$ cat src/hw/rtl/bss_pkg.sv
// ----------------------------------------------------------------------------
// bss_pkg
// shared types, codes and constants of the battery supervisor
// ----------------------------------------------------------------------------
package bss_pkg;

	localparam int SAMPLES_DEF  = 16;
	localparam int READINGS_DEF = 16;
	localparam int ADC_BITS_DEF = 12;

	localparam int FUNC_W    = 2;
	localparam int GAIN_W    = 16;
	localparam int OFFS_W    = 12;
	localparam int VOLT_W    = 14;
	localparam int WAIT_W    = 8;
	localparam int STATUS_W  = 3;
	localparam int MSG_W     = 3;
	localparam int PRESS_W   = 10;
	localparam int CFG_IDX_W = 3;
	localparam int CFG_DATA_W = 16;
	localparam int OUT_TDATA_W = 32;

	localparam int VOLT_MIN     = 900;
	localparam int VOLT_MAX     = 9999;
	localparam int PRESS_REQUEST = 5;
	localparam int PRESS_FORCE  = 1000;
	localparam int PRESS_SAT    = 1023;

	localparam logic [FUNC_W-1:0] FUNC_TICK     = 2'd0;
	localparam logic [FUNC_W-1:0] FUNC_SHUTDOWN = 2'd1;
	localparam logic [FUNC_W-1:0] FUNC_BATT_REQ = 2'd2;

	localparam logic [STATUS_W-1:0] ST_OK        = 3'd0;
	localparam logic [STATUS_W-1:0] ST_LOW       = 3'd1;
	localparam logic [STATUS_W-1:0] ST_BATT_SHDN = 3'd2;
	localparam logic [STATUS_W-1:0] ST_REQUESTED = 3'd3;
	localparam logic [STATUS_W-1:0] ST_ACTIVE    = 3'd4;

	localparam logic [MSG_W-1:0] MSG_NONE      = 3'd0;
	localparam logic [MSG_W-1:0] MSG_CONFIRM   = 3'd1;
	localparam logic [MSG_W-1:0] MSG_REQUESTED = 3'd2;
	localparam logic [MSG_W-1:0] MSG_CANCELLED = 3'd3;
	localparam logic [MSG_W-1:0] MSG_SHUTTING  = 3'd4;
	localparam logic [MSG_W-1:0] MSG_BATT_SHDN = 3'd5;

	localparam logic [CFG_IDX_W-1:0] REG_VOLT_GAIN   = 3'd0;
	localparam logic [CFG_IDX_W-1:0] REG_VOLT_OFFSET = 3'd1;
	localparam logic [CFG_IDX_W-1:0] REG_LOW_THR     = 3'd2;
	localparam logic [CFG_IDX_W-1:0] REG_SHDN_THR    = 3'd3;
	localparam logic [CFG_IDX_W-1:0] REG_CONFIRM_WAIT = 3'd4;
	localparam logic [CFG_IDX_W-1:0] REG_SHDN_WAIT   = 3'd5;

	typedef struct packed {
		logic [GAIN_W-1:0] volt_gain;
		logic [OFFS_W-1:0] volt_offset;
		logic [VOLT_W-1:0] low_threshold;
		logic [VOLT_W-1:0] shutdown_threshold;
		logic [WAIT_W-1:0] confirm_wait;
		logic [WAIT_W-1:0] shutdown_wait;
	} cfg_t;

	typedef struct packed {
		logic              timer_update;
		logic [WAIT_W-1:0] shutdown_count;
		logic [MSG_W-1:0]  message;
		logic              power_en;
		logic              refresh;
		logic [STATUS_W-1:0] status;
		logic [VOLT_W-1:0] voltage_cv;
	} res_t;

endpackage

$ cat src/hw/rtl/battery_supervisor_shutdown_sequencer_unit.sv
// ----------------------------------------------------------------------------
// battery_supervisor_shutdown_sequencer_unit
// battery supervisor with button and event driven shutdown sequencing
// ----------------------------------------------------------------------------
// One result beat leaves for every input beat. A beat is taken into an input
// register, the whole supervisor update (sample sum, gain multiply and offset,
// clamping, status, press counter, countdowns) runs in one pass from there
// into the output register, where the result is presented; a new beat is
// accepted on every clock, and only output backpressure, through the output
// register, holds the input side.
// Configuration registers are written by index through the cfg port.
module battery_supervisor_shutdown_sequencer_unit import bss_pkg::*; #(
	parameter int SAMPLES_PER_READING  = SAMPLES_DEF,
	parameter int READINGS_PER_REFRESH = READINGS_DEF,
	parameter int ADC_BITS             = ADC_BITS_DEF,
	localparam int IN_TDATA_W          = ((ADC_BITS + 1 + 7) / 8) * 8
) (
	input  logic                   clk,
	input  logic                   arst_n,
	input  logic                   s_tvalid,
	output logic                   s_tready,
	input  logic [IN_TDATA_W-1:0]  s_tdata,   // adc_sample, button_pressed
	input  logic [FUNC_W-1:0]      s_tuser,   // func
	output logic                   m_tvalid,
	input  logic                   m_tready,
	output logic [OUT_TDATA_W-1:0] m_tdata,   // voltage_cv, status, refresh, power_en,
	                                          // message, shutdown_count, timer_update
	input  logic                   cfg_we,
	input  logic [CFG_IDX_W-1:0]   cfg_index,
	input  logic [CFG_DATA_W-1:0]  cfg_wdata
);

	logic                s1_valid_q;
	logic [FUNC_W-1:0]   func_s1;
	logic [ADC_BITS-1:0] adc_s1;
	logic                btn_s1;
	logic                m_valid_q;
	res_t                res_q;
	res_t                res;
	cfg_t                cfg;
	logic                advance;

	assign advance  = s1_valid_q && (!m_valid_q || m_tready);
	assign s_tready = !s1_valid_q || advance;

	always_ff @(posedge clk or negedge arst_n) begin
		if (!arst_n) begin
			s1_valid_q <= 1'b0;
		end else if (s_tready) begin
			s1_valid_q <= s_tvalid;
		end
	end

	always_ff @(posedge clk) begin
		if (s_tvalid && s_tready) begin
			func_s1 <= s_tuser;
			adc_s1  <= s_tdata[ADC_BITS-1:0];
			btn_s1  <= s_tdata[ADC_BITS];
		end
	end

	bss_cfg u_cfg (
		.clk    (clk),
		.arst_n (arst_n),
		.we     (cfg_we),
		.index  (cfg_index),
		.wdata  (cfg_wdata),
		.cfg    (cfg)
	);

	bss_core #(
		.SAMPLES_PER_READING  (SAMPLES_PER_READING),
		.READINGS_PER_REFRESH (READINGS_PER_REFRESH),
		.ADC_BITS             (ADC_BITS)
	) u_core (
		.clk            (clk),
		.arst_n         (arst_n),
		.en             (advance),
		.func           (func_s1),
		.adc_sample     (adc_s1),
		.button_pressed (btn_s1),
		.cfg            (cfg),
		.res            (res)
	);

	always_ff @(posedge clk or negedge arst_n) begin
		if (!arst_n) begin
			m_valid_q <= 1'b0;
		end else if (advance) begin
			m_valid_q <= 1'b1;
		end else if (m_tready) begin
			m_valid_q <= 1'b0;
		end
	end

	always_ff @(posedge clk) begin
		if (advance) begin
			res_q <= res;
		end
	end

	assign m_tvalid = m_valid_q;
	assign m_tdata  = OUT_TDATA_W'(res_q);

`ifndef SYNTHESIS
	a_s1_held: assert property (@(posedge clk) disable iff (!arst_n)
		s1_valid_q && !advance |=> s1_valid_q && $stable(func_s1) && $stable(adc_s1))
		else $error("input stage lost a beat");

	a_result_follows: assert property (@(posedge clk) disable iff (!arst_n)
		advance |=> m_valid_q)
		else $error("processed beat produced no result");

	a_out_held: assert property (@(posedge clk) disable iff (!arst_n)
		m_tvalid && !m_tready |=> m_tvalid && $stable(m_tdata))
		else $error("result beat changed while stalled");
`endif

endmodule

$ cat src/hw/rtl/bss_cfg.sv
// ----------------------------------------------------------------------------
// bss_cfg
// configuration register file, written through a plain write port
// ----------------------------------------------------------------------------
module bss_cfg import bss_pkg::*; (
	input  logic                  clk,
	input  logic                  arst_n,
	input  logic                  we,
	input  logic [CFG_IDX_W-1:0]  index,
	input  logic [CFG_DATA_W-1:0] wdata,
	output cfg_t                  cfg
);

	cfg_t cfg_q;

	always_ff @(posedge clk or negedge arst_n) begin
		if (!arst_n) begin
			cfg_q.volt_gain          <= GAIN_W'(1300);
			cfg_q.volt_offset        <= OFFS_W'(250);
			cfg_q.low_threshold      <= VOLT_W'(1100);
			cfg_q.shutdown_threshold <= VOLT_W'(1000);
			cfg_q.confirm_wait       <= WAIT_W'(3);
			cfg_q.shutdown_wait      <= WAIT_W'(10);
		end else if (we) begin
			unique case (index)
				REG_VOLT_GAIN:    cfg_q.volt_gain          <= wdata[GAIN_W-1:0];
				REG_VOLT_OFFSET:  cfg_q.volt_offset        <= wdata[OFFS_W-1:0];
				REG_LOW_THR:      cfg_q.low_threshold      <= wdata[VOLT_W-1:0];
				REG_SHDN_THR:     cfg_q.shutdown_threshold <= wdata[VOLT_W-1:0];
				REG_CONFIRM_WAIT: cfg_q.confirm_wait       <= wdata[WAIT_W-1:0];
				REG_SHDN_WAIT:    cfg_q.shutdown_wait      <= wdata[WAIT_W-1:0];
				default: ;
			endcase
		end
	end

	assign cfg = cfg_q;

endmodule

$ cat src/hw/rtl/bss_core.sv
// ----------------------------------------------------------------------------
// bss_core
// supervisor state and single-pass update: averaging, scaling, status,
// button press handling, shutdown and battery shutdown requests and refresh countdowns
// ----------------------------------------------------------------------------
module bss_core import bss_pkg::*; #(
	parameter int SAMPLES_PER_READING  = SAMPLES_DEF,
	parameter int READINGS_PER_REFRESH = READINGS_DEF,
	parameter int ADC_BITS             = ADC_BITS_DEF
) (
	input  logic                clk,
	input  logic                arst_n,
	input  logic                en,
	input  logic [FUNC_W-1:0]   func,
	input  logic [ADC_BITS-1:0] adc_sample,
	input  logic                button_pressed,
	input  cfg_t                cfg,
	output res_t                res
);

	localparam int SUM_W  = ADC_BITS + $clog2(SAMPLES_PER_READING);
	localparam int SC_W   = $clog2(SAMPLES_PER_READING);
	localparam int RC_W   = (READINGS_PER_REFRESH > 1) ? $clog2(READINGS_PER_REFRESH) : 1;
	localparam int PROD_W = SUM_W + GAIN_W;
	localparam int V_W    = ((SUM_W > OFFS_W) ? SUM_W : OFFS_W) + 1;

	logic [SUM_W-1:0]    sample_sum_q,     sample_sum_d;
	logic [SC_W-1:0]     sample_count_q,   sample_count_d;
	logic [RC_W-1:0]     reading_count_q,  reading_count_d;
	logic [VOLT_W-1:0]   voltage_q,        voltage_d;
	logic [STATUS_W-1:0] status_q,         status_d;
	logic [PRESS_W-1:0]  press_count_q,    press_count_d;
	logic [WAIT_W-1:0]   confirm_count_q,  confirm_count_d;
	logic [WAIT_W-1:0]   shutdown_cnt_q,   shutdown_cnt_d;
	logic                power_hold_q,     power_hold_d;

	logic [SUM_W-1:0]    sum_add;
	logic [PROD_W-1:0]   prod;
	logic [V_W-1:0]      scaled;
	logic [VOLT_W-1:0]   volt_new;
	logic                reading_done;
	logic                refresh_hit;
	logic                refresh;
	logic                tupd;
	logic [WAIT_W-1:0]   tcount;
	logic [MSG_W-1:0]    message;

	assign sum_add      = sample_sum_q + SUM_W'(adc_sample);
	assign prod         = PROD_W'(sum_add) * PROD_W'(cfg.volt_gain);
	assign scaled       = V_W'(prod >> GAIN_W) + V_W'(cfg.volt_offset);
	assign reading_done = (sample_count_q == SC_W'(SAMPLES_PER_READING - 1));
	assign refresh_hit  = reading_done && (reading_count_q == RC_W'(READINGS_PER_REFRESH - 1));

	always_comb begin
		if (32'(scaled) > 32'(VOLT_MAX)) begin
			volt_new = VOLT_W'(VOLT_MAX);
		end else if (32'(scaled) < 32'(VOLT_MIN)) begin
			volt_new = '0;
		end else begin
			volt_new = VOLT_W'(scaled);
		end
	end

	always_comb begin
		sample_sum_d    = sample_sum_q;
		sample_count_d  = sample_count_q;
		reading_count_d = reading_count_q;
		voltage_d       = voltage_q;
		status_d        = status_q;
		press_count_d   = press_count_q;
		confirm_count_d = confirm_count_q;
		shutdown_cnt_d  = shutdown_cnt_q;
		power_hold_d    = power_hold_q;
		refresh         = 1'b0;
		tupd            = 1'b0;
		tcount          = '0;
		message         = MSG_NONE;

		case (func)
			FUNC_TICK: begin
				if (reading_done) begin
					sample_count_d  = '0;
					sample_sum_d    = '0;
					voltage_d       = volt_new;
					reading_count_d = refresh_hit ? '0 : reading_count_q + RC_W'(1);
					if (status_q < ST_REQUESTED) begin
						if (volt_new > cfg.low_threshold) begin
							status_d = ST_OK;
						end else if (volt_new > cfg.shutdown_threshold) begin
							status_d = ST_LOW;
						end else begin
							status_d = ST_BATT_SHDN;
						end
					end
				end else begin
					sample_count_d = sample_count_q + SC_W'(1);
					sample_sum_d   = sum_add;
				end

				if (button_pressed) begin
					if (press_count_q < PRESS_W'(PRESS_SAT)) begin
						press_count_d = press_count_q + PRESS_W'(1);
					end
					if (press_count_d == PRESS_W'(PRESS_REQUEST)) begin
						if (confirm_count_q == '0) begin
							message = MSG_CONFIRM;
						end else begin
							status_d = ST_REQUESTED;
							message  = MSG_REQUESTED;
						end
						confirm_count_d = cfg.confirm_wait;
					end else if (press_count_d == PRESS_W'(PRESS_FORCE)) begin
						power_hold_d = 1'b0;
					end
				end else begin
					press_count_d = '0;
				end

				if (refresh_hit) begin
					refresh = 1'b1;
					if (status_d != ST_ACTIVE && !button_pressed && confirm_count_d != '0) begin
						confirm_count_d = confirm_count_d - WAIT_W'(1);
						if (confirm_count_d == '0) begin
							message  = MSG_CANCELLED;
							status_d = ST_OK;
						end
					end
					if (shutdown_cnt_q != '0) begin
						shutdown_cnt_d = shutdown_cnt_q - WAIT_W'(1);
						tupd           = 1'b1;
						tcount         = shutdown_cnt_d;
						if (shutdown_cnt_d == '0) begin
							power_hold_d = 1'b0;
						end
					end
				end
			end
			FUNC_SHUTDOWN: begin
				status_d       = ST_ACTIVE;
				shutdown_cnt_d = cfg.shutdown_wait;
				message        = MSG_SHUTTING;
			end
			FUNC_BATT_REQ: begin
				status_d        = ST_REQUESTED;
				message         = MSG_BATT_SHDN;
				confirm_count_d = cfg.confirm_wait;
			end
			default: ;
		endcase
	end

	always_ff @(posedge clk or negedge arst_n) begin
		if (!arst_n) begin
			sample_sum_q    <= '0;
			sample_count_q  <= '0;
			reading_count_q <= '0;
			voltage_q       <= '0;
			status_q        <= ST_OK;
			press_count_q   <= '0;
			confirm_count_q <= '0;
			shutdown_cnt_q  <= '0;
			power_hold_q    <= 1'b1;
		end else if (en) begin
			sample_sum_q    <= sample_sum_d;
			sample_count_q  <= sample_count_d;
			reading_count_q <= reading_count_d;
			voltage_q       <= voltage_d;
			status_q        <= status_d;
			press_count_q   <= press_count_d;
			confirm_count_q <= confirm_count_d;
			shutdown_cnt_q  <= shutdown_cnt_d;
			power_hold_q    <= power_hold_d;
		end
	end

	assign res.voltage_cv     = voltage_d;
	assign res.status         = status_d;
	assign res.refresh        = refresh;
	assign res.power_en       = power_hold_d;
	assign res.message        = message;
	assign res.shutdown_count = tcount;
	assign res.timer_update   = tupd;

`ifndef SYNTHESIS
	a_power_cut_sticky: assert property (@(posedge clk) disable iff (!arst_n)
		!power_hold_q |=> !power_hold_q)
		else $error("power hold came back after cut");

	a_count_only_on_step: assert property (@(posedge clk) disable iff (!arst_n)
		!res.timer_update |-> res.shutdown_count == '0)
		else $error("shutdown count shown without a step");

	a_refresh_wraps: assert property (@(posedge clk) disable iff (!arst_n)
		en && res.refresh |=> sample_count_q == '0 && reading_count_q == '0)
		else $error("refresh did not wrap the counters");
`endif

endmodule
$ cat config.mk
export PLATFORM = sky130hd
export DESIGN_NAME = battery_supervisor_shutdown_sequencer_unit
export DESIGN_NICKNAME = d
export VERILOG_FILES = /design/src/hw/rtl/bss_pkg.sv /design/src/hw/rtl/battery_supervisor_shutdown_sequencer_unit.sv /design/src/hw/rtl/bss_cfg.sv /design/src/hw/rtl/bss_core.sv
export SDC_FILE = /design/constraint.sdc
export NUM_CORES = 1
export LEC_CHECK = 0
export ABC_CLOCK_PERIOD_IN_PS = 25000
export BUFFER_PORTS_ARGS = -buffer_cell sky130_fd_sc_hd__buf_4
export CORE_MARGIN = 2
export CORE_UTILIZATION = 55
export CTS_CLUSTER_DIAMETER = 80
export DETAILED_ROUTE_END_ITERATION = 8
export GPL_ROUTABILITY_DRIVEN = 0
export GPL_TIMING_DRIVEN = 0
export PLACE_DENSITY = 0.8
export SLEW_MARGIN = 15
export SYNTH_ARGS = -nofsm -noshare
export SYNTH_HDL_FRONTEND = slang
export SYNTH_HIERARCHICAL = 1
export SYNTH_SLANG_ARGS = --single-unit
$ cat constraint.sdc
create_clock -name clk -period 25 [get_ports clk]
set_clock_uncertainty 0.15 [all_clocks]
set_input_delay 0 -clock clk [delete_from_list [all_inputs] [get_ports clk]]
set_output_delay 0 -clock clk [all_outputs]
set_load 0.02 [all_outputs]
Word level (Yosys, flattened, before mapping)
Index checks and enable logic that the tools add are counted.

storage, ports and cells
  register bits = 188
  input bits = 42
  word-level logic and storage cells = 137

operators by class
  $add $sub $neg = 7
  multiply operators = 1
  order comparisons = 6
  eq/ne operators = 14
  multiplexer cells = 50
  reduce and logical (&&, ||, !) cells = 32

operators by type and width
  operator                                                                            count
  14-bit two-way mux                                                                  4
  8-bit two-way mux                                                                   7
  3-bit two-way mux                                                                   15
  10-bit two-way mux                                                                  4
  16-bit by 16-bit multiplier with 32-bit output                                      1
  8-bit case mux with 2 select lines                                                  2
  14-bit greater-than comparator                                                      2
  8-bit logical NOT                                                                   3
  3-bit case mux with 3 select lines                                                  2
  2-bit AND reduction                                                                 9
  16-bit by 12-bit adder with 17-bit output                                           1
  17-bit by 14-bit greater-than comparator with 1-bit output (second input constant)  1
  17-bit by 10-bit < comparator with 1-bit output (second input constant)             1
  16-bit by 12-bit adder with 16-bit output                                           1
  16-bit two-way mux                                                                  1
  8-bit nonzero test                                                                  2
  8-bit by 1-bit subtractor with 8-bit output (second input constant)                 2
  1-bit two-way mux                                                                   11
  10-bit by 1-bit adder with 10-bit output (second input constant)                    1
  10-bit equality test (second input constant)                                        1
  10-bit by 3-bit equality test with 1-bit output (second input constant)             1
  10-bit < comparator (second input constant)                                         1
  4-bit by 1-bit adder with 4-bit output (second input constant)                      2
  4-bit equality test (second input constant)                                         2
  other kinds (18)                                                                    33

Longest topological paths before layout
Gate-level depths: netlist of the first run.

  depth in word-level cells = 21
  gate-level depth with buffers = 57
  gate-level depth less buffers = 54

By module
The synthesis of the first run kept the hierarchy.

by module, submodules not included
  module                                      times used  cells an instance  area an instance (um^2)  seq. area each (um^2)
  bss_core                                    1           1742               14412.6                  1702.9
  bss_cfg                                     1           156                2755.1                   1831.8
  battery_supervisor_shutdown_sequencer_unit  1           56                 1496.4                   1431.4

Worst setup path before layout of the first run
Ideal clock, no wire load.

  kind = reg-to-reg
  start = register adc_s1[0]
  end = register u_core.status_q[0]
  library setup time = 0.079 ns
  arrival time = 11.840 ns
  data required time = 24.771 ns
  path slack = 12.931 ns
  cell stages (with the launch flop) = 58
  buffers on the path = 3
  period minus slack after synthesis = 12.069 ns
  cell sequence = edfxtp_1 ha_1 fa_1 a21o_1 a21oi_1 o21bai_1 a21oi_1 o21bai_1 a21oi_1 nor2b_1 xnor2_1 clkbuf_1 nand2_1 fa_1 fa_1 inv_1 fa_1 inv_1 [... 22 more ...] a31o_2 or3_1 mux2i_2 o31ai_1 buf_2 a21oi_1 inv_1 ha_1 a21o_1 a21oi_1 o221ai_1 a21o_1 a21o_1 a2111oi_0 o21bai_1 o21ai_0 a31oi_1 o21ai_1

between the ends
  longest elaborated chain between the ends = 21

RTL lines
  item                                              RTL line                                          text
  start, declared                                   battery_supervisor_shutdown_sequencer_unit.sv:35  logic [ADC_BITS-1:0] adc_s1;
  start signal, assigned                            battery_supervisor_shutdown_sequencer_unit.sv:57  adc_s1 <= s_tdata[ADC_BITS-1:0];
  16-bit by 12-bit adder with 16-bit output *       bss_core.sv:48                                    assign sum_add = sample_sum_q + SUM_W'(adc_sample);
  16-bit by 16-bit multiplier with 32-bit output *  bss_core.sv:49                                    assign prod = PROD_W'(sum_add) * PROD_W'(cfg.volt_gain);
  16-bit by 12-bit adder with 17-bit output *       bss_core.sv:50                                    assign scaled = V_W'(prod >> GAIN_W) + V_W'(cfg.volt_offset);
  17-bit by 10-bit < comparator with 1-bit output   bss_core.sv:57                                    end else if (32'(scaled) < 32'(VOLT_MIN)) begin
  14-bit two-way mux                                bss_core.sv:57
  14-bit two-way mux *                              bss_core.sv:55                                    if (32'(scaled) > 32'(VOLT_MAX)) begin
  14-bit greater-than comparator                    bss_core.sv:89                                    end else if (volt_new > cfg.shutdown_threshold) begin
  2-bit two-way mux                                 bss_core.sv:89
  [... 4 more ...]                                  --
  3-bit two-way mux                                 bss_core.sv:104                                   if (press_count_d == PRESS_W'(PRESS_REQUEST)) begin
  3-bit two-way mux *                               bss_core.sv:100                                   if (button_pressed) begin
  3-bit two-way mux *                               bss_core.sv:79                                    case (func)
  3-bit inequality test                             bss_core.sv:121                                   if (status_d != ST_ACTIVE && !button_pressed && confirm_count_d != '0) begin
  1-bit logical AND (2 in series)                   bss_core.sv:121
  3-bit two-way mux                                 bss_core.sv:121
  3-bit two-way mux *                               bss_core.sv:119                                   if (refresh_hit) begin
  3-bit case mux with 3 select lines *              bss_core.sv:79
  end signal, assigned                              bss_core.sv:168                                   status_q <= status_d;
  end, declared                                     bss_core.sv:31                                    logic [STATUS_W-1:0] status_q, status_d;

Every way passes the cells marked *; elsewhere a longest branch is shown, timed or not. The select of a mux whose other input is x is not followed.
A chain may end at the register's enable or synchronous reset.

Worst setup path after layout of the first run
  start = register adc_s1[0]
  end = register u_core.status_q[1]

The elaborated chain is that of the path after synthesis.

==> flow_summary.toml, run 1 <==
[status]
status = "complete, no violations"

[clock_tree]
cts.clk_slew.worst_paths_ns = 0.07
tritoncts = "built"
clk_latency_ns = 0.45
cts_buffers = 17
cts-root-buf = "clkbuf_16"
cts_buffer_depth = 2
htree_levels = 4
cts.sinks = 188

[hold_path]
whs_path_depth = 3
hp-class = "in2reg"

[final_layout]
layout_commonest_cell = "inv_1"
syn_to_final_growth_pct = 11.54
antennaDiodeCount = 0
multi_input_area_sq_um = 12280
fin_nets = 2493
drive_gt1_share_pct = 11.42
n_fill_cell = 2621
register_area_sq_um = 4966
final_cell_mix = "inv_1, nand2_1, fa_1"

[sta]
relSlewSlack_pct = 16.57
tightest_slew_ns = 1.243
fin_crit_sh_pct = 61.41
finalSetupTns_ns = 0
finalMaxSlewViolations = 0
setup_viol = 0
fmax_ghz = 0.06514
rsz0062_at_grt = "false"
layout_min_cycle_time_ns = 15.35
setup_slack_ns = 9.647
hold_viol = 0

[place]
io_buffers = 71
dp_hpwl_mm = 36.65
dp_slack_ns = 10.22

[drt]
drt_iter0_markers = 1389
drt-vias-per-instance = 5.900
antenna_left = 0
wl_per_cell_um = 19.12
drcViolationCount = 0
vias = 15040
routed_wl_mm = 48.73
drtPass1Iterations = 6

[critical_path]
cpMaxStageDelayCell = "xor2_1"
slowest_delay_ns = 0.90
cp.required_ns = 25.22
critical_path_class = "reg2reg"
start_kind = "flip-flop"
ff2ff_path_depth = 54
path_max_fanout = 10
rrSetupSlack_ns = 9.65
crit_top_cell = "a21oi_1"
arrival_ns = 15.58
endpoint_kind = "flip-flop"

[floorplan]
die_x_um = 188.2
coreArea_sq_um = 33450
die_y_um = 188.2
die_area_sq_um = 35420
initial_utilization_pct = 55.80
pin_count = 76
num_rows = 67

[logic_synthesis]
netlist_instances = 1954
synth_flop_cell = "dfrtp_1"
yosysWarnings = 6
synth_seq_cells = 188
synth_seq_area_share_pct = 26.61
async_flop_share_pct = 75.53
syn_nets = 2359
synth_edf_count = 46
ys_types = 77
synthesis.area_sq_um = 18660
avgSynthCellArea_sq_um = 9.552

[grt]
grt_pass1_vias = 15430
overflow = 0
grt_pass1_wl_mm = 78.69
grt_start_max_net_pins = 100
track_usage_pct = 28.24
grt_antenna_before_repair = 0

[job]
maxCapViolations = 0
[cell usage after synthesis (all sizes together), types with 9 or more instances]
master	number	share of area, %
nand4	15	0.54
a22o	12	0.56
nor2	83	1.7
nor2b	13	0.44
buf	17	0.57
clkbuf	58	1.2
nor3	23	0.64
a21oi	100	2.7
xnor2	40	1.9
mux2i	12	0.73
xor2	16	0.75
dfstp	25	3.5
and2	114	3.8
dfrtp	117	16
o211ai	9	0.36
nand3	30	0.83
inv	291	5.9
mux2	74	4.5
ha	168	11
o21ai	64	1.7
fa	195	21
a31oi	14	0.47
or3	14	0.47
nand2b	15	0.50
a21o	22	0.88
edfxtp	46	7.4
nand2	250	5.0
o31ai	14	0.56
[registers in the layout (all words and copies together), names as in the netlist]
| register | count |
|---|---|
| m_tvalid | 1 |
| u_core/confirm_count_q | 8 |
| u_core/press_count_q | 10 |
| u_core/shutdown_cnt_q | 8 |
| btn_s1 | 1 |
| u_core/power_hold_q | 1 |
| u_core/status_q | 3 |
| u_core/sample_sum_q | 16 |
| m_tdata | 31 |
| adc_s1 | 12 |
| func_s1 | 2 |
| u_cfg/cfg | 72 |
| s1_valid_q | 1 |
| u_core/reading_count_q | 4 |
| u_core/sample_count_q | 4 |
| u_core/voltage_q | 14 |
[through the flow]
stage	cell area [sq um]	hold slack [ns]	std cells	utilization (%)
after floorplan	18660	-0.4456	1954	-
after global placement	19760	0.02974	2473	59.07
final	20820	0.004388	2549	62.24
after CTS	20820	0.002106	2549	62.24
after detailed placement	19810	-0.2427	2475	59.24
after global routing	20820	0.005838	2549	62.24
[layout make-up]
type | instances | area share (%)
multi-input cells | 1400 | 59.00
flip-flops and latches | 188 | 23.85
inverters | 291 | 5.247
repair buffers | 115 | 4.892
well taps | 448 | 2.693
clock buffers | 19 | 2.128
plain buffers | 75 | 1.557
clock inverters | 13 | 0.6251
[per-layer routing]
layer,track usage [%],vias up,part of all wire (%)
li1,-,6710,-
met1,37.05,7479,41
met2,46.24,700,47
met3,4.992,150,7.9
met4,12.36,0,4.1
met5,0,-,0
[what timing repair did]
item | 4_1_cts | 5_1_grt
buffers inserted | 0 | 0
resized for setup | 0 | 0
hold buffers | 42 | 0
endpoints found under the hold margin | 237 | 0
[worst max-delay path: cells and delay by family, from the launching register on]
family | cells | cell delay, ns
compound gates | 29 | 6.47
fa+ha+maj | 11 | 4.79
buf+inv | 8 | 1.31
xor+xnor | 2 | 1.07
simple gates | 3 | 0.69
flops | 1 | 0.39
mux | 1 | 0.38
[path summary, 6_finish.rpt]
check,from,endpoint
setup / recovery,adc_s1[0]$_DFFE_PP_,u_core/status_q[1]$_DFFE_PN0P_
hold / removal,cfg_we,u_cfg/cfg[55]$_DFFE_PN0P_
setup reg to reg,adc_s1[0]$_DFFE_PP_,u_core/status_q[1]$_DFFE_PN0P_
hold reg to reg,u_core/reading_count_q[3]$_DFFE_PN0P_,u_core/reading_count_q[3]$_DFFE_PN0P_
max in group asynchronous,arst_n,u_core/power_hold_q$_DFFE_PN1P_
min in group asynchronous,arst_n,u_cfg/cfg[36]$_DFFE_PN1P_
[cell families (layout without fill, tap and decap cells)]
family | Yosys count | count (layout) | share of synthesized area [%]
flip-flops | 188 | 188 | 26.61
AND/OR/NAND/NOR | 601 | 601 | 15.96
adder cells (fa/ha/maj) | 363 | 363 | 32.18
buffers and inverters | 366 | 513 | 7.589
XOR/XNOR | 56 | 56 | 2.628
multiplexers | 86 | 86 | 5.195
other | 1 | 1 | 0.02009
AO/OA/AOI/OAI | 293 | 293 | 9.821
Power of run 1 is not shown: default switching activity piles up to over one toggle a cycle in this logic, so the estimate is an artifact.
==> run 2, diff against run 1 <==
Settings changed: ABC_CLOCK_PERIOD_IN_PS 25000 to 12400, PLACE_DENSITY 0.8 to 0.83.
Clock period 25 ns to 12.4 ns, I/O delays scaled along.
==> run 2 against run 1 <==
The run now ends with setup timing left. Register-to-register slack got worse by 9.9 ns. Via count up 7.6%. First-iteration DRC count is 29% higher. Cell area up 7.6%. Utilization is 4.7 points higher. Flip-flop and latch count is the same. Non-clock buffer count rose by 73. Die area is the same. Worst hold slack better by 0.054 ns. Routed wire length grew 15%. Sequential share of layout area is 1.7 points lower. Critical path depth down 3. Critical path type unchanged. Largest cell class unchanged.
==> flow_summary.toml, run 2 (synthesis gave the netlist of run 1 again) <==
[clock_tree]
clk_latency_ns = 0.45
htree_levels = 4
cts_buffer_depth = 2
cts.clk_slew.worst_paths_ns = 0.07
cts-root-buf = "clkbuf_16"
cts_buffers = 17
cts.sinks = 188
tritoncts = "built"

[sta]
finalMaxSlewViolations = 0
setup_slack_ns = -0.2745
relSlewSlack_pct = 13.98
fmax_ghz = 0.07890
holdWs_ns = 0.05885
hold_viol = 0
layout_min_cycle_time_ns = 12.67
tightest_slew_ns = 1.279
rsz0062_at_grt = "true"
setup_viol = 4
fin_crit_sh_pct = 102.2

[critical_path]
critical_path_class = "reg2reg"
crit_top_cell = "a21o_1"
path_max_fanout = 5
cpMaxStageDelayCell = "fa_1"
endpoint_kind = "flip-flop"
timing.rr.start = "adc_s1[0]$_DFFE_PP_"
r2r_end = "u_core/status_q[1]$_DFFE_PN0P_"
rrSetupSlack_ns = -0.27
slowest_delay_ns = 0.55
start_kind = "flip-flop"
ff2ff_path_depth = 51
cp.required_ns = 12.62
arrival_ns = 12.89

[grt]
grt_antenna_before_repair = 0
track_usage_pct = 30.43
overflow = 0
grt_pass1_wl_mm = 84.86
grtUsageMet3_pct = 5.569
grt_pass1_vias = 16580
grt_busiest_layer = "met2"
grt_use_met2_pct = 50.44
grt_start_max_net_pins = 67
grtUsageMet1_pct = 38.37

[hold_path]
hp-class = "in2async"

[drt]
drt_iter0_markers = 1790
vias = 16190
drt-vias-per-instance = 6.174
wl_per_cell_um = 21.36
drcViolationCount = 0
drtPass1Iterations = 7
routed_wl_mm = 56.02
antenna_left = 0

[final_layout]
fin_cells = 2622
antennaDiodeCount = 0
drive_gt1_share_pct = 20.06
syn_to_final_growth_pct = 20.02
final_cell_mix = "inv_1, nand2_1, fa_1"
fin_area_sq_um = 22400
fin_nets = 2566
layout_commonest_cell = "inv_1"
largest_register_ffs = 72

[job]
maxCapViolations = 0

[status]
violations = "setup timing"
status = "finished, violations left"

[floorplan]
coreArea_sq_um = 33450
die_y_um = 188.2
initial_utilization_pct = 55.80
num_rows = 67
die_x_um = 188.2
pin_count = 76
die_area_sq_um = 35420

[place]
placed_area_sq_um = 19810
dp.cells = 2475
dp_hpwl_mm = 36.79
io_buffers = 71
## run 2: worst max-delay path by stage
stage	cells after the start	end	startpoint	slack, ns
finish	51	u_core/status_q[1]$_DFFE_PN0P_	adc_s1[0]$_DFFE_PP_	-0.27
detailed placement	54	u_core/status_q[1]$_DFFE_PN0P_	adc_s1[0]$_DFFE_PP_	-2.32
global route	54	u_core/status_q[1]$_DFFE_PN0P_	adc_s1[0]$_DFFE_PP_	-0.56
global placement	55	u_core/status_q[0]$_DFFE_PN0P_	adc_s1[0]$_DFFE_PP_	-2.01
floorplan	57	u_core/status_q[0]$_DFFE_PN0P_	adc_s1[0]$_DFFE_PP_	0.33
CTS	54	u_core/status_q[1]$_DFFE_PN0P_	adc_s1[1]$_DFFE_PP_	0.007
## run 2: repair_timing
action | CTS | global route
endpoints found under the setup margin | 9 | 4
buffers inserted | 43 | 30
gates resized for setup | 119 | 90
hold endpoints to repair | 243 | 0
pin swaps | 35 | 106
hold buffers | 45 | 0
## run 2: cell type report
class	count	area, sq um
clock buffer	19	454.2
multi-input combinational	1400	13130
timing repair buffer	191	1634
inverter	291	1092
clock inverter	13	153.9
sequential	188	4966
tap	448	560.5
fill	2233	11050
buffer	72	406.6
## run 2: stage by stage
step | utilization, % | setup WS [ns] | TNS (ns)
final | 66.97 | -0.2745 | -1.013
after global routing | 66.97 | -0.5581 | -2.081
after CTS | 65.18 | 0.006871 | 0
after detailed placement | 59.24 | -2.318 | -9.016
after global placement | 59.07 | -2.014 | -8.016
after floorplan | - | 0.3311 | 0
## run 2: per-layer routing
| layer | up-vias | wire (um) |
|---|---|---|
| li1 | 6830 | - |
| met1 | 7921 | 20100 |
| met2 | 1097 | 26780 |
| met3 | 340 | 5351 |
| met4 | 0 | 3791 |
| met5 | - | 0 |
## run 2: critical path, delay by kind of cell, from the launching register on
kind	cells	cell delay (ns)
buffers and inverters	8	0.96
AOI/OAI and AO/OA	23	4.26
and+or+nand+nor	6	1.52
muxes	1	0.28
xor gates and xnor gates	2	0.38
DFF	1	0.42
adders and majority gates	11	4.58
Power of run 2 is left out for the same reason.
==> run 3, diff against run 2 <==
Settings changed: ABC_AREA set to 1, SKIP_CTS_REPAIR_TIMING set to 1.
==> run 3 against run 2 <==
The flow now finishes without violations. Worst setup slack improved by 0.60 ns. Cell area down 2.0%. Die area is 2.7% higher. Fmax rose by 5.0%. Synthesized cell count increased by 25%. Count of clock-buffer cells in the layout is 1 lower. Flip-flop and latch count is the same. Non-clock buffer count is 52 lower. Final cell count increased by 17%. Area after synthesis is 2.7% higher.
==> flow_summary.toml, run 3 <==
[critical_path]
endpoint_kind = "flip-flop"
ff2ff_path_depth = 71
crit_top_cell = "nand2_1"
rrSetupSlack_ns = 0.33
cp.required_ns = 12.53
cp-startpoint = "adc_s1[0]$_DFFE_PP_"
arrival_ns = 12.20
start_kind = "flip-flop"
cp-endpoint = "u_core/confirm_count_q[4]$_DFFE_PN0P_"
slowest_delay_ns = 0.60
timing.rr.start = "adc_s1[0]$_DFFE_PP_"
cpMaxStageDelayCell = "fa_1"
path_max_fanout = 10
r2r_end = "u_core/confirm_count_q[4]$_DFFE_PN0P_"
critical_path_class = "reg2reg"

[clock_tree]
htree_levels = 4
cts_buffers = 17
tritoncts = "built"
cts_buffer_depth = 2
cts-root-buf = "clkbuf_16"
cts.clk_slew.worst_paths_ns = 0.09
clk_latency_ns = 0.44
cts.sinks = 188

[drt]
vias = 17460
drt_iter0_markers = 1937
wl_per_cell_um = 17.51
antenna_left = 0
routed_wl_mm = 53.80
drt-vias-per-instance = 5.681
drtPass1Iterations = 9
drcViolationCount = 0

[sta]
hold_viol = 0
layout_min_cycle_time_ns = 12.07
relSlewSlack_pct = 21.79
tightest_slew_ns = 1.169
finalMaxSlewViolations = 0
fin_crit_sh_pct = 97.35
setup_viol = 0
fmax_ghz = 0.08284

[final_layout]
multi_input_area_sq_um = 12430
fin_nets = 3010
n_fill_cell = 2609
drive_gt1_share_pct = 11.12
register_area_sq_um = 4966
antennaDiodeCount = 0
final_core_util_pct = 63.74
layout_commonest_cell = "nand2_1"
largest_register_ffs = 72
final_cell_mix = "nand2_1, inv_1, nor2_1"
syn_to_final_growth_pct = 14.52

[logic_synthesis]
synth_seq_area_share_pct = 25.90
synth_top_area_share_pct = 20.36
synthAdderAreaFrac_pct = 31.32
syn_nets = 2847
synth_top_family_by_area = "adder cells"
async_flop_share_pct = 75.53
avgSynthCellArea_sq_um = 7.853
yosysWarnings = 6
yosysMostFrequentCell = "nand2_1"
synth_simple_gate_area_share_pct = 23.89
synth_xor_area_share_pct = 1.644
synth_flop_cell = "dfrtp_1"
synthMuxAreaShare_pct = 0
yosys-top-cells-area = "fa_1, dfrtp_1, nand2_1"
synthesis.area_sq_um = 19180
synth_commonest_cells = "nand2_1, inv_1, nor2_1"
synth_top_area_cell = "fa_1"
synth_seq_cells = 188
netlist_instances = 2442
ys_types = 47
synth_edf_count = 46
synth_compound_area_share_pct = 6.720

[grt]
grt_pass1_wl_mm = 83.21
grt_antenna_before_repair = 0
grt_pass1_vias = 17140
track_usage_pct = 28.96
overflow = 0
grt_start_max_net_pins = 108

[floorplan]
coreArea_sq_um = 34460
die_y_um = 190.7
die_x_um = 190.7
num_rows = 68
pin_count = 76
die_area_sq_um = 36380
initial_utilization_pct = 55.65

[place]
dp_hpwl_mm = 39.63
io_buffers = 71

[status]
status = "complete, no violations"

[job]
maxCapViolations = 0

[hold_path]
hp-class = "in2reg"
run 3: changes by cell type in the layout (fill, tap and decap cells not counted), moves of 15 or more:
cell	change
xnor2_1	-15
nand2_2	+20
nor2_1	+116
mux2_2	-74
and2_1	-110
buf_4	-50
or2_2	+16
inv_1	+155
o21ai_0	+31
nand3_1	+111
nand2_1	+400
a21o_1	-20
run 3: worst min-delay path by stage:
stage | cells past startpoint | startpoint | slack (ns) | endpoint
after floorplan | 0 | arst_n | -0.45 | m_tvalid$_DFFE_PN0P_
after global placement | 1 | s_tdata[1] | 0.03 | adc_s1[1]$_DFFE_PP_
after detailed placement | 1 | arst_n | -0.26 | u_core/status_q[1]$_DFFE_PN0P_
after CTS | 1 | arst_n | -0.73 | u_core/status_q[1]$_DFFE_PN0P_
after global routing | 2 | s_tuser[0] | 0.13 | func_s1[0]$_DFFE_PP_
final | 2 | s_tuser[0] | 0.14 | func_s1[0]$_DFFE_PP_
run 3: cells by family (layout without fill, tap and decap cells):
logic type | after synthesis | in the layout
compound gates | 238 | 238
xor+xnor | 36 | 36
fa+ha+maj | 363 | 363
buf+inv | 522 | 698
flops | 188 | 188
other cells | 1 | 1
simple gates | 1094 | 1094
run 3: cell type report:
type	count	area share [%]
buffer	62	1.384
clock inverter	14	0.8090
multi-input combinational	1732	56.58
sequential	188	22.61
clock buffer	18	2.051
timing repair buffer	149	6.113
tap	455	2.592
inverter	455	7.856
run 3: critical path, delay by kind of cell (launching register included):
family | cells | cell delay (ns)
compound gates | 13 | 1.79
xor+xnor | 2 | 0.30
fa+ha+maj | 11 | 4.62
buf+inv | 10 | 1.21
flops | 1 | 0.40
simple gates | 35 | 3.46
run 3: metal layers:
layer | vias up | track usage [%] | wire length, um
met3 | 207 | 5.171 | 4987
li1 | 7887 | - | -
met1 | 8361 | 36.63 | 20320
met4 | 0 | 12.25 | 2487
met5 | - | 0 | 0
met2 | 1002 | 48.98 | 26000
run 3: through the flow:
step	area (sq um)	worst slack (ns)	cells	setup TNS [ns]	hold slack, ns
2_1_floorplan	19180	1.755	2442	0	-0.4456
3_3_place_gp	20280	0.1102	2968	0	0.03059
3_5_place_dp	20350	-0.1455	2970	-1.097	-0.2599
4_1_cts	20980	-0.2478	3002	-2.897	-0.7266
5_1_grt	21960	-0.4372	3073	-6.312	0.1264
6_report	21960	0.3290	3073	0	0.1382
Power of run 3 is left out for the same reason.
